<file path="src/rtl/preemptive_start_order_scheduler_top_defines.svh">
// ----------------------------------------------------------------------------
// Assertion macros for the preemptive start-order scheduler
// Concurrent checks clocked on aclk and disabled while aresetn is low.
// ----------------------------------------------------------------------------
`ifndef PREEMPTIVE_START_ORDER_SCHEDULER_TOP_DEFINES_SVH
`define PREEMPTIVE_START_ORDER_SCHEDULER_TOP_DEFINES_SVH

`ifndef SYNTHESIS
`define PSOS_ASSERT(label, cond) \
    label: assert property (@(posedge aclk) disable iff (!aresetn) (cond)) \
        else $error("scheduler check failed");
`define PSOS_ASSERT_NEXT(label, trig, cond) \
    label: assert property (@(posedge aclk) disable iff (!aresetn) (trig) |=> (cond)) \
        else $error("scheduler check failed");
`else
`define PSOS_ASSERT(label, cond)
`define PSOS_ASSERT_NEXT(label, trig, cond)
`endif

`endif

</file>
<file path="src/rtl/psos_pkg.sv">
// ----------------------------------------------------------------------------
// Preemptive start-order scheduler package
// Queue sizing, the queue entry layout and the result flag layout.
// ----------------------------------------------------------------------------
`default_nettype none

package psos_pkg;

    localparam int QUEUE_DEPTH = 16;
    localparam int ADDR_W      = $clog2(QUEUE_DEPTH);
    localparam int CNT_W       = $clog2(QUEUE_DEPTH + 1);

    localparam int IN_DATA_W   = 40;
    localparam int OUT_DATA_W  = 72;
    localparam int OUT_USER_W  = 4;

    typedef struct packed {
        logic [15:0] key;
        logic [7:0]  ident;
        logic [15:0] left;
    } entry_t;

    typedef struct packed {
        logic overflow;
        logic idle;
        logic finished;
        logic granted;
    } flags_t;

endpackage

`default_nettype wire

</file>
<file path="src/rtl/preemptive_start_order_scheduler_top.sv">
// ----------------------------------------------------------------------------
// Preemptive start-order scheduler
// Sorted job queue held in a circular buffer memory. Arrivals are inserted
// behind all entries with an equal or smaller start; a run word grants one
// time unit to the front job and requeues it while work remains.
//
//   Channel  Direction  tdata (low bit first)                 tuser
//   s_       in         job_id, start_time, work_units        func
//   m_       out        granted_id, slot_start, compl. sum    granted, finished,
//                                                             idle, overflow
//
// An arrive word moves each queued job with a later start up one place and
// then writes the new job into the freed place; on a full queue it is dropped.
// A run word pops the front job and requeues it the same way while work
// remains, finishes it otherwise, and reports idle on an empty queue.
// Reset clears the pointers, time and total; the queue memory is not cleared.
// A word is taken whenever the block is idle, even while the last result
// waits on m_tready; the next result waits until the output register is free.
// ----------------------------------------------------------------------------
`default_nettype none
`include "preemptive_start_order_scheduler_top_defines.svh"

module preemptive_start_order_scheduler_top (
    input  wire logic                            aclk,
    input  wire logic                            aresetn,
    // tdata: job_id[7:0], start_time[23:8], work_units[39:24]
    input  wire logic [psos_pkg::IN_DATA_W-1:0]  s_tdata,
    // tuser: func[0]
    input  wire logic                            s_tuser,
    input  wire logic                            s_tvalid,
    output      logic                            s_tready,
    // tdata: granted_id[7:0], slot_start[39:8], completion_sum[71:40]
    output      logic [psos_pkg::OUT_DATA_W-1:0] m_tdata,
    // tuser: granted[0], finished[1], idle[2], overflow[3]
    output      logic [psos_pkg::OUT_USER_W-1:0] m_tuser,
    output      logic                            m_tvalid,
    input  wire logic                            m_tready
);

    import psos_pkg::*;

    typedef enum logic [4:0] {
        ST_IDLE    = 5'b00001,
        ST_POP     = 5'b00010,
        ST_INS_RD  = 5'b00100,
        ST_INS_CMP = 5'b01000,
        ST_DONE    = 5'b10000
    } state_t;

    state_t state_reg, state_next;

    entry_t mem [QUEUE_DEPTH];
    entry_t rd_data_reg;
    logic   rd_en;
    logic [ADDR_W-1:0] rd_addr;
    logic   wr_en;
    logic [ADDR_W-1:0] wr_addr;
    entry_t wr_data;

    logic [ADDR_W-1:0] head_reg, head_next;
    logic [CNT_W-1:0]  occ_reg, occ_next;
    logic [ADDR_W-1:0] pos_reg, pos_next;
    logic [31:0]       now_reg, now_next;
    logic [31:0]       sum_reg, sum_next;
    entry_t            new_reg, new_next;
    logic [7:0]        gid_reg, gid_next;
    logic [31:0]       slot_reg, slot_next;
    flags_t            flags_reg, flags_next;

    logic [OUT_DATA_W-1:0] m_tdata_reg, m_tdata_next;
    flags_t                m_tuser_reg, m_tuser_next;
    logic                  m_tvalid_reg, m_tvalid_next;

    logic        s_accept;
    logic [7:0]  in_id;
    logic [15:0] in_start;
    logic [15:0] in_work;
    logic [31:0] now_inc;
    logic [32:0] sum_ext;

    function automatic logic [ADDR_W-1:0] phys_addr(input logic [ADDR_W-1:0] head,
                                                    input logic [ADDR_W-1:0] idx);
        logic [ADDR_W:0] s;
        s = {1'b0, head} + {1'b0, idx};
        if (s >= (ADDR_W + 1)'(QUEUE_DEPTH)) begin
            s = s - (ADDR_W + 1)'(QUEUE_DEPTH);
        end
        return s[ADDR_W-1:0];
    endfunction

    assign s_tready = (state_reg == ST_IDLE);
    assign s_accept = s_tvalid && s_tready;
    assign in_id    = s_tdata[7:0];
    assign in_start = s_tdata[23:8];
    assign in_work  = s_tdata[39:24];
    assign now_inc  = now_reg + 32'd1;
    assign sum_ext  = {1'b0, sum_reg} + {1'b0, now_inc};

    assign m_tdata  = m_tdata_reg;
    assign m_tuser  = m_tuser_reg;
    assign m_tvalid = m_tvalid_reg;

    always_comb begin
        state_next    = state_reg;
        head_next     = head_reg;
        occ_next      = occ_reg;
        pos_next      = pos_reg;
        now_next      = now_reg;
        sum_next      = sum_reg;
        new_next      = new_reg;
        gid_next      = gid_reg;
        slot_next     = slot_reg;
        flags_next    = flags_reg;
        m_tdata_next  = m_tdata_reg;
        m_tuser_next  = m_tuser_reg;
        m_tvalid_next = m_tvalid_reg && !m_tready;
        rd_en         = 1'b0;
        rd_addr       = head_reg;
        wr_en         = 1'b0;
        wr_addr       = head_reg;
        wr_data       = new_reg;

        case (state_reg)
            ST_IDLE: begin
                if (s_accept) begin
                    slot_next  = now_reg;
                    gid_next   = 8'd0;
                    flags_next = '0;
                    if (!s_tuser) begin
                        if (occ_reg == CNT_W'(QUEUE_DEPTH)) begin
                            flags_next.overflow = 1'b1;
                            state_next          = ST_DONE;
                        end else begin
                            if (occ_reg == '0 && {16'd0, in_start} > now_reg) begin
                                now_next = {16'd0, in_start};
                            end
                            new_next.key   = in_start;
                            new_next.ident = in_id;
                            new_next.left  = (in_work == 16'd0) ? 16'd1 : in_work;
                            pos_next       = occ_reg[ADDR_W-1:0];
                            state_next     = ST_INS_RD;
                        end
                    end else begin
                        if (occ_reg == '0) begin
                            flags_next.idle = 1'b1;
                            state_next      = ST_DONE;
                        end else begin
                            rd_en      = 1'b1;
                            rd_addr    = head_reg;
                            state_next = ST_POP;
                        end
                    end
                end
            end
            ST_POP: begin
                gid_next           = rd_data_reg.ident;
                flags_next.granted = 1'b1;
                now_next           = now_inc;
                head_next          = phys_addr(head_reg, ADDR_W'(1));
                occ_next           = occ_reg - CNT_W'(1);
                if (rd_data_reg.left > 16'd1) begin
                    new_next.key   = rd_data_reg.key;
                    new_next.ident = rd_data_reg.ident;
                    new_next.left  = rd_data_reg.left - 16'd1;
                    pos_next       = occ_next[ADDR_W-1:0];
                    state_next     = ST_INS_RD;
                end else begin
                    flags_next.finished = 1'b1;
                    sum_next            = sum_ext[32] ? 32'hFFFF_FFFF : sum_ext[31:0];
                    state_next          = ST_DONE;
                end
            end
            ST_INS_RD: begin
                if (pos_reg == '0) begin
                    wr_en      = 1'b1;
                    wr_addr    = head_reg;
                    wr_data    = new_reg;
                    occ_next   = occ_reg + CNT_W'(1);
                    state_next = ST_DONE;
                end else begin
                    rd_en      = 1'b1;
                    rd_addr    = phys_addr(head_reg, pos_reg - ADDR_W'(1));
                    state_next = ST_INS_CMP;
                end
            end
            ST_INS_CMP: begin
                wr_en   = 1'b1;
                wr_addr = phys_addr(head_reg, pos_reg);
                if (rd_data_reg.key > new_reg.key) begin
                    wr_data    = rd_data_reg;
                    pos_next   = pos_reg - ADDR_W'(1);
                    state_next = ST_INS_RD;
                end else begin
                    wr_data    = new_reg;
                    occ_next   = occ_reg + CNT_W'(1);
                    state_next = ST_DONE;
                end
            end
            ST_DONE: begin
                if (!m_tvalid_reg || m_tready) begin
                    m_tdata_next  = {sum_reg, slot_reg, gid_reg};
                    m_tuser_next  = flags_reg;
                    m_tvalid_next = 1'b1;
                    state_next    = ST_IDLE;
                end
            end
            default: begin
                state_next = ST_IDLE;
            end
        endcase
    end

    always_ff @(posedge aclk) begin
        if (wr_en) begin
            mem[wr_addr] <= wr_data;
        end
        if (rd_en) begin
            rd_data_reg <= mem[rd_addr];
        end
    end

    always_ff @(posedge aclk) begin
        if (!aresetn) begin
            state_reg    <= ST_IDLE;
            head_reg     <= '0;
            occ_reg      <= '0;
            now_reg      <= '0;
            sum_reg      <= '0;
            m_tvalid_reg <= 1'b0;
        end else begin
            state_reg    <= state_next;
            head_reg     <= head_next;
            occ_reg      <= occ_next;
            now_reg      <= now_next;
            sum_reg      <= sum_next;
            m_tvalid_reg <= m_tvalid_next;
        end
    end

    always_ff @(posedge aclk) begin
        pos_reg     <= pos_next;
        new_reg     <= new_next;
        gid_reg     <= gid_next;
        slot_reg    <= slot_next;
        flags_reg   <= flags_next;
        m_tdata_reg <= m_tdata_next;
        m_tuser_reg <= m_tuser_next;
    end

    `PSOS_ASSERT(a_occ_bound, occ_reg <= CNT_W'(QUEUE_DEPTH))
    `PSOS_ASSERT_NEXT(a_accept_leaves_idle, s_accept, state_reg != ST_IDLE)
    `PSOS_ASSERT(a_insert_room, (state_reg != ST_INS_RD && state_reg != ST_INS_CMP) || (occ_reg < CNT_W'(QUEUE_DEPTH) && {1'b0, pos_reg} <= occ_reg))
    `PSOS_ASSERT(a_flags_exclusive, !m_tvalid_reg || $countones({m_tuser_reg.granted, m_tuser_reg.idle, m_tuser_reg.overflow}) <= 1)
    `PSOS_ASSERT(a_finish_needs_grant, !(m_tvalid_reg && m_tuser_reg.finished) || m_tuser_reg.granted)

endmodule

`default_nettype wire

</file>
<file path="config.mk">
export PLATFORM = sky130hd
export DESIGN_NAME = preemptive_start_order_scheduler_top
export DESIGN_NICKNAME = d
export VERILOG_FILES = /design/src/rtl/psos_pkg.sv /design/src/rtl/preemptive_start_order_scheduler_top.sv
export VERILOG_INCLUDE_DIRS = /design/src /design/src/rtl
export SDC_FILE = /design/constraint.sdc
export NUM_CORES = 1
export LEC_CHECK = 0
export BUFFER_PORTS_ARGS = -buffer_cell sky130_fd_sc_hd__buf_2
export CORE_MARGIN = 3
export CORE_UTILIZATION = 35
export DETAILED_ROUTE_END_ITERATION = 12
export HOLD_SLACK_MARGIN = 0.12
export SLEW_MARGIN = 20
export SYNTH_ARGS = -nofsm -noshare
export SYNTH_HDL_FRONTEND = slang
export SYNTH_SLANG_ARGS = --single-unit
</file>
<file path="constraint.sdc">
create_clock -name aclk -period 4 [get_ports aclk]
set_input_delay 0.4 -clock aclk [delete_from_list [all_inputs] [get_ports aclk]]
set_output_delay 0.4 -clock aclk [all_outputs]
set_load 0.02 [all_outputs]
</file>
# Yosys cells after proc, flatten, opt, wreduce, memory -nomap -nowiden
# Memories as Yosys holds them, arrays and structs flattened. A register that Yosys moved wholly into a read port is not among the register bits.
# Index checks and enable logic that the tools add are counted.
dict set report word_totals {
  regBits 243
  ram_bits 640
  input_bits 45
  out_inout_bits 78
  elab_cells 135
  memories 1
}
dict set report classes {
  add_sub_neg 12
  magnitude_cmp 6
  n_eq_ne 16
  n_mux 56
  bitwise_logic 1
  n_reduce_logical 22
}
# memory depth width rd rd_ports_with_merged_regs write_ports line
set memory_table {}
lappend memory_table {mem 16 40 1 1 1 preemptive_start_order_scheduler_top.sv:52} ;# entry_t mem [QUEUE_DEPTH];
# cell count
set ops {}
lappend ops {{$mux W40} 6}
lappend ops {{$mux W32} 5}
lappend ops {{$pmux W40 S2} 1}
lappend ops {{$pmux W32 S2} 1}
lappend ops {{$mux W5} 10}
lappend ops {{$mux W4} 11}
lappend ops {{$add A32 B32 Y33} 1}
lappend ops {{$add A32 B1 Y32 const B} 1}
lappend ops {{$gt A16 B32 Y1} 1}
lappend ops {{$pmux W5 S5} 1}
lappend ops {{$gt A16 B1 Y1 const B} 1}
lappend ops {{$gt A16 B16 Y1} 1}
lappend ops {{$logic_not A16 Y1} 1}
lappend ops {{$mux W16} 1}
lappend ops {{$ne A2 B2 Y1 const B} 8}
lappend ops {{$pmux W8 S2} 1}
lappend ops {{$sub A16 B1 Y16 const B} 1}
lappend ops {{$sub A4 B1 Y4 const B} 4}
lappend ops {{$ge A5 B5 Y1 const B} 3}
lappend ops {{$pmux W5 S3} 1}
lappend ops {{$mux W1} 12}
lappend ops {{$pmux W4 S3} 1}
lappend ops {{$add A4 B4 Y5} 2}
lappend ops {{$eq A5 B5 Y1 const B} 2}
lappend ops {{24 further kinds} 36}

# Depth between registers and ports, before layout
# Gate-level depths: netlist of run 1.
dict set report depth {
  ltp_word 7
  ltp_mapped 18
  depth_no_buf 17
}

# Least setup slack after synthesis of run 1
# Ideal clock, no wire load.
dict set report synth_path {
  path_kind {flip-flop to flip-flop}
  startpoint {reg head_reg[1]}
  endpoint {mem mem[12][0] in the netlist's numbering, enable pin}
  setup_time_ps 438
  arrival_time_ps 3485
  required_time_ps 3562
  slack_ps 77
  path_stages_with_launch 9
  synth_period_minus_slack_ps 3923
  path_cell_list {dfxtp_1 -> clkbuf_1 -> inv_1 -> fa_1 -> xor2_1 -> nor2_1 -> a21oi_1 -> or2_2 -> nor2_1}
}
dict set report synth_via {
  elab_chain_len 4
  elab_cells_between_ends 5
}
# item line
set synth_rtl {}
lappend synth_rtl {{from (decl)} preemptive_start_order_scheduler_top.sv:60} ;# logic [ADDR_W-1:0] head_reg, head_next;
lappend synth_rtl {{from (signal assigned)} preemptive_start_order_scheduler_top.sv:232} ;# head_reg <= head_next;
lappend synth_rtl {{$add A4 B4 Y5} preemptive_start_order_scheduler_top.sv:84} ;# s = {1'b0, head} + {1'b0, idx};
lappend synth_rtl {{$sub A4 B1 Y4 / $ge A5 B5 Y1 (equally long branches)} {preemptive_start_order_scheduler_top.sv:86, preemptive_start_order_scheduler_top.sv:85}}
lappend synth_rtl {{$mux W4} preemptive_start_order_scheduler_top.sv:85} ;# if (s >= (ADDR_W + 1)'(QUEUE_DEPTH)) begin
lappend synth_rtl {{$mux W4 (*)} --}
lappend synth_rtl {{to (decl)} preemptive_start_order_scheduler_top.sv:52}
# Every way passes the cells marked *; elsewhere a longest branch is shown, timed or not.

# Final worst setup path of run 1
dict set report layout_path {
  startpoint {reg now_reg[1]}
  endpoint {reg sum_reg[22]}
}
dict set report layout_via {
  elab_chain_len 3
}
# item line
set layout_rtl {}
lappend layout_rtl {{from (decl)} preemptive_start_order_scheduler_top.sv:63} ;# logic [31:0] now_reg, now_next;
lappend layout_rtl {{from (signal assigned)} preemptive_start_order_scheduler_top.sv:234} ;# now_reg <= now_next;
lappend layout_rtl {{$add A32 B1 Y32} preemptive_start_order_scheduler_top.sv:96} ;# assign now_inc = now_reg + 32'd1;
lappend layout_rtl {{$add A32 B32 Y33} preemptive_start_order_scheduler_top.sv:97} ;# assign sum_ext = {1'b0, sum_reg} + {1'b0, now_inc};
lappend layout_rtl {{$mux W32} preemptive_start_order_scheduler_top.sv:169} ;# sum_next = sum_ext[32] ? 32'hFFFF_FFFF : sum_ext[31:0];
lappend layout_rtl {{to (signal assigned)} preemptive_start_order_scheduler_top.sv:235} ;# sum_reg <= sum_next;
lappend layout_rtl {{to (decl)} preemptive_start_order_scheduler_top.sv:64} ;# logic [31:0] sum_reg, sum_next;
# Every way passes these cells.
# A chain may end at the register's enable or synchronous reset.

==> flow_summary.toml, run 1 <==
[finish]
layout-drive-gt1-share_pct = 22.39
fin_cells = 4044
layout.nets = 2691
post-route-cell-area_mm2 = 0.04532
largest_reg_flops = 640
areaGrowthSynthToFinish_pct = 18.28

[power]
p_sw_w = 0.004376
power.internal_w = 0.01665
swShare_pct = 20.82
combPwrFrac_pct = 4.1
seqPwrFrac_pct = 51.6
max-vdd-ir-drop_uv = 377.0
leakagePower_nw = 15.82
p_per_area_mw_per_mm2 = 463.9
pwr-share-clk_pct = 44.3

[worst_setup_path]
cp.required_ps = 4530
r2r_slack_ps = 240
critPathCaptureType = "register"
worstPathMaxFanout = 9
crit-reg2reg-launch = "now_reg[1]$_SDFFE_PN0P_"
critical_path_class = "register to register"
reg2reg_to = "sum_reg[22]$_SDFFE_PN0P_"
reg2reg_depth = 16
critPathLaunchType = "register"
worstPathArrival_ps = 4290

[worst_hold_path]
hp-start = "s_tdata[11]"
holdCritPathClass = "input port to register"
holdPathStages = 3
min_to = "new_reg[27]$_DFFE_PP_"

[floorplan]
row_count = 120
initial_core_util_pct = 35.54
ios = 123
die_h_um = 336.9
fp.dieW_um = 336.9
die_area_mm2 = 0.1135
core_mm2 = 0.1078

[place]
port_buffers = 122
place.gp.congestion = 0.9215
placed_area_mm2 = 0.04155
dp_hpwl_um = 56990
dpl.cell_count = 3826

[clock_network]
cts_buffers = 96
cts_sinks = 923
htreeDepth = 3
clockBufferDepth = 3
tritoncts = "built"
cts.clk_slew.worst_paths_ps = 60
post_cts_buffers = 0
cts_root_buffer = "clkbuf_16"
clk_latency_ps = 660

[drt]
wirelength_um = 91720
vias = 21500
drc = 0
wl_per_cell_um = 22.68
vias_per_cell = 5.316
antenna_left = 0
dr.first_iter.drc_count = 1801
first_pass_iters = 6

[synthesis]
ys_warn_count = 0
syn-cell-area_mm2 = 0.03831
synth_ff_type = "edfxtp_1"
synth_commonest_cells = "edfxtp_1 (844), nand2_1 (163), mux4_2 (160)"
synth.distinct_cells = 66
netlist_instances = 2314
synth-edff-count = 844
syn-num-nets = 2445
yosysMostFrequentCell = "edfxtp_1"
synth.top_cell.area_share_pct = 66.15
ys_async_sr_fraction_pct = 0
ys_seq_elements = 923
synthTopCellsByArea = "edfxtp_1 (66%), mux4_2 (9.4%), dfxtp_1 (4.1%)"
synth_area_per_cell_um2 = 16.56
ys_seq_area_share_pct = 70.28
yosysTopAreaCell = "edfxtp_1"

[global_routing]
grt_pass1_wl_um = 137500
antenna_found_initial = 1
grt_pass1_vias = 21920
grt_usage_pct = 16.02
grt_start_max_net_pins = 79
grt_overflow = 0

[timing]
fin_skew_ps = 26.49
rsz0062_at_grt = "no"
period_minus_slack_ps = 3762
fmax_mhz = 265.8
setup_viol = 0
fin_crit_sh_pct = 94.06
finalHoldViolations = 0
max_slew.worst_pin.slew_ps = 988.2
maxSlewViolCount = 0
tns_ps = 0
whs_ps = 171.6
max-slew-margin-rel_pct = 33.68

[run_status]
status = "completed"

[run]
maxCapViolations = 0
[cell usage in the layout (no fill, tap or decap), drive strengths merged, types with 21 or more instances in the layout]
master and count:
inv 61, o21ai 118, nor2b 48, clkbuf 123
nor2 78, nand3 22, nor3 22, mux4 160
a21o 32, dlygate4sd3 36, clkinv 35, mux2i 43
a21oi 127, buf 217, dfxtp 79, xnor2 59
edfxtp 844, nand4 21, nand2 163, a211oi 47
a31oi 24, mux2 25, xor2 33, ha 83
[critical path, cell delays in order (launching register included)]
cell and delay, ps:
dfxtp_1 400, nand4_1 200, nor2_2 220, nand2_1 140, buf_4 180, nor3_1 170
xnor2_1 190, ha_1 360, a21oi_1 210, o21ai_1 150, or3_1 410, o21bai_2 170
o21ai_1 120, a31o_2 250, a211oi_2 200, buf_4 200, a21oi_1 70
[kinds of logic (layout without fill, tap and decap cells)]
kind of cell / after synthesis / after routing / synth area share [%]
xor gates and xnor gates: 92 / 92 / 2.103
DFF: 923 / 923 / 70.28
adders and majority gates: 86 / 86 / 2.867
buffers and inverters: 164 / 490 / 1.881
AOI/OAI and AO/OA: 391 / 391 / 6.114
other: 0 / 1 / 0
muxes: 228 / 228 / 11.27
and+or+nand+nor: 430 / 430 / 5.480
[power by group through the flow]
| stage | clock network [W] | logic [W] | registers [W] |
|---|---|---|---|
| after global placement | 0 | 0.000786 | 0.0110 |
| after floorplan | 0 | 0.000480 | 0.0110 |
| final | 0.00931 | 0.000866 | 0.0108 |
| after detailed placement | 0 | 0.000827 | 0.0110 |
| after global routing | 0.00992 | 0.000955 | 0.0108 |
| after CTS | 0.00953 | 0.000860 | 0.0108 |
[worst max path at each step]
stage	startpoint	to	slack, ps	cells after the start
after floorplan	head_reg[1]$_SDFFE_PN0P_	mem[12][0]$_DFFE_PP_	80	8
after global placement	now_reg[6]$_SDFFE_PN0P_	sum_reg[29]$_SDFFE_PN0P_	210	16
after detailed placement	now_reg[1]$_SDFFE_PN0P_	sum_reg[31]$_SDFFE_PN0P_	130	16
after CTS	now_reg[1]$_SDFFE_PN0P_	sum_reg[17]$_SDFFE_PN0P_	110	16
after global routing	now_reg[1]$_SDFFE_PN0P_	sum_reg[31]$_SDFFE_PN0P_	7	16
final	now_reg[1]$_SDFFE_PN0P_	sum_reg[22]$_SDFFE_PN0P_	240	16
[layer usage]
layer  share of wire (%)  routed length [µm]  GRT usage (%)  vias to the layer above
li1                    -                   -              -                     9604
met1                  44               40490          22.39                    11090
met2                  49               44490          26.54                      670
met3                 5.4                4932          2.236                      130
met4                 2.0                1800          3.884                        0
met5                   0                   0              0                        -
[per-stage QoR]
stage / setup slack [ps] / total power, W / util (%)
6_report: 237.5 / 0.02102 / 42.04
5_1_grt: 6.626 / 0.02173 / 42.04
4_1_cts: 112.8 / 0.02123 / 41.98
3_5_place_dp: 129.8 / 0.01188 / 38.54
3_3_place_gp: 208.9 / 0.01183 / 38.54
2_1_floorplan: 77.16 / 0.01152 / -
[what timing repair did]
action | 4_1_cts | 5_1_grt
hold endpoints to repair | 47 | 0
setup endpoints to repair | 0 | 32
gates resized for setup | 0 | 7
hold buffers | 36 | 0
[cell type report]
class	count	area [µm²]
clock inverters	57	678.2
multi-input cells	1227	10900
well taps	1403	1755
fillers	9564	62490
repair buffers	255	2182
clock buffers	121	2663
flip-flops and latches	923	26930
diodes	1	2.502
inverters	57	214.0
Power figures use the tool's default switching activity.
==> run 2: changes to the inputs <==
--- a/config.mk
+++ b/config.mk
@@ -10,5 +10,6 @@
 export CORE_MARGIN = 3
-export CORE_UTILIZATION = 35
+export CORE_UTILIZATION = 51
 export DETAILED_ROUTE_END_ITERATION = 12
 export HOLD_SLACK_MARGIN = 0.12
+export PLACE_DENSITY = 0.7
 export SLEW_MARGIN = 20
--- a/constraint.sdc
+++ b/constraint.sdc
@@ -3,2 +3,2 @@
 set_output_delay 0.4 -clock aclk [all_outputs]
-set_load 0.02 [all_outputs]
+set_load 0.005 [all_outputs]
==> run 2 against run 1 <==
Net effect:
- maximum frequency shrank 0.24%
- sequential share of layout area increased by 1.2 points
- clock-buffer cell count decreased by 5
- clock power is 5.9% lower
- largest cell class unchanged
- largest power group unchanged
==> flow_summary.toml, run 2 (synthesis results as in run 1) <==
[clock_network]
htreeDepth = 3
tritoncts = "built"
clk_latency_ps = 660
cts_root_buffer = "clkbuf_16"
cts_buffers = 96
clockBufferDepth = 3
cts_sinks = 923
cts.clk_slew.worst_paths_ps = 60

[worst_setup_path]
critPathLaunchType = "register"
critPathMaxStageDelay_ps = 410
crit_buf_inv = 1
r2r_slack_ps = 230
crit_family = "simple AND/OR/NAND/NOR gates"
cp_cell_sequence = "nand4_1 > nor2_2 > nand2_1 > nor2_2 > nand4_1 > xnor2_1 > ha_1 > a21oi_1 > o21ai_1 > or3_1 > o21bai_1 > o21ai_1 > buf_4 > a21oi_1 > mux2i_1 > o221a_2"
crit-reg2reg-launch = "now_reg[6]$_SDFFE_PN0P_"
critical_path_class = "register to register"
worst_path_max_delay_cell = "dfxtp_1"
cp.depth = 16
reg2reg_depth = 16
worstPathArrival_ps = 4350
critPathCaptureType = "register"
reg2reg_to = "sum_reg[30]$_SDFFE_PN0P_"
cp.required_ps = 4580
worstPathMaxFanout = 6

[power]
design_power_total_w = 0.02044
max-vdd-ir-drop_uv = 338.1
leakagePower_nw = 15.71
p_per_area_mw_per_mm2 = 460.2

[floorplan]
die_h_um = 280.1
fp.dieW_um = 280.1
die_area_mm2 = 0.07844
row_count = 99
ios = 123
initial_core_util_pct = 51.98
core_mm2 = 0.07370

[timing]
fin_skew_ps = 34.83
finalHoldViolations = 0
setup_viol = 0
tns_ps = 0
max_slew.worst_pin.slew_ps = 1056
period_minus_slack_ps = 3771
maxSlewViolCount = 0
max-slew-margin-rel_pct = 29.28
fin_crit_sh_pct = 94.28
fmax_mhz = 265.2

[place]
dpl.cell_count = 3389
placed_area_mm2 = 0.04086
place.gp.congestion = 0.9032
dp_hpwl_um = 52000
port_buffers = 122

[worst_hold_path]
holdPathStages = 4
hp-start = "s_tvalid"
min_to = "state_reg[0]$_SDFFE_PN1P_"
holdCritPathClass = "input port to register"

[drt]
drc = 0
dr.first_iter.drc_count = 1871
vias = 21540
antenna_left = 0
vias_per_cell = 5.972
wl_per_cell_um = 23.97
wirelength_um = 86470
first_pass_iters = 5

[finish]
largest_reg_flops = 640
layout-drive-gt1-share_pct = 22.24
fillCellCount = 5322
post-route-cell-area_mm2 = 0.04441
seq_area_mm2 = 0.02693
areaGrowthSynthToFinish_pct = 15.92
layout.nets = 2698
fin_cells = 3607
diodes = 0
final_common_cell = "edfxtp_1"
final_cell_mix = "edfxtp_1 (844), nand2_1 (163), mux4_2 (160)"
multi_input_area_mm2 = 0.01090

[global_routing]
grt_overflow = 0
grt_pass1_vias = 21900
grt_usage_pct = 22.11
grt_pass1_wl_um = 131800
antenna_found_initial = 0
grt_start_max_net_pins = 77

[run]
maxCapViolations = 0

[run_status]
status = "completed"
## run 2: routing by layer
metal  part of all wire, %  vias to the layer above  routed length, µm  GRT usage [%]
met2                    48                      799              41670          36.13
li1                      -                     9595                  -              -
met1                    43                    10980              37110          31.05
met4                   2.7                        0               2318          6.431
met5                     0                        -                  0              0
met3                   6.2                      170               5368          3.628
## run 2: where the power goes
part	internal, W	switching, W	total [W]
registers	0.0108	0.0000614	0.0108
clock network	0.00507	0.00369	0.00876
logic	0.000285	0.000548	0.000833
## run 2: worst max-delay path by stage
stage	start	endpoint	slack, ps
floorplan	head_reg[1]$_SDFFE_PN0P_	mem[12][0]$_DFFE_PP_	80
global placement	now_reg[3]$_SDFFE_PN0P_	sum_reg[29]$_SDFFE_PN0P_	230
detailed placement	now_reg[3]$_SDFFE_PN0P_	sum_reg[29]$_SDFFE_PN0P_	160
CTS	now_reg[3]$_SDFFE_PN0P_	sum_reg[29]$_SDFFE_PN0P_	140
global route	now_reg[5]$_SDFFE_PN0P_	sum_reg[30]$_SDFFE_PN0P_	-30
finish	now_reg[6]$_SDFFE_PN0P_	sum_reg[30]$_SDFFE_PN0P_	230
## run 2: area by class of cell
type                       count  share of cell area (%)
tap                          959                   2.702
sequential                   923                   60.63
clock buffer                 116                   5.722
timing repair buffer         262                   4.575
clock inverter                63                   1.352
inverter                      57                  0.4817
multi-input combinational   1227                   24.54
## run 2: tightest hold or removal path, cell delays in order
cell	delay, ps
buf_2	120
o21ai_0	80
o21ai_0	70
nand2_1	70
## run 2: what timing repair did
action,in CTS,in global routing
buffers inserted,0,1
gates resized for setup,0,7
endpoints found under the hold margin,47,0
hold buffers,38,0
endpoints found under the setup margin,0,32
## run 2: stage by stage
stage | setup slack (ps) | hold WS (ps) | util (%)
after floorplan | 77.16 | 400.3 | -
after global placement | 232.6 | 402.5 | 55.41
after detailed placement | 160.8 | 404.5 | 55.44
after CTS | 137.6 | 120.0 | 60.22
after global routing | -34.17 | 162.8 | 60.26
final | 228.6 | 162.7 | 60.26
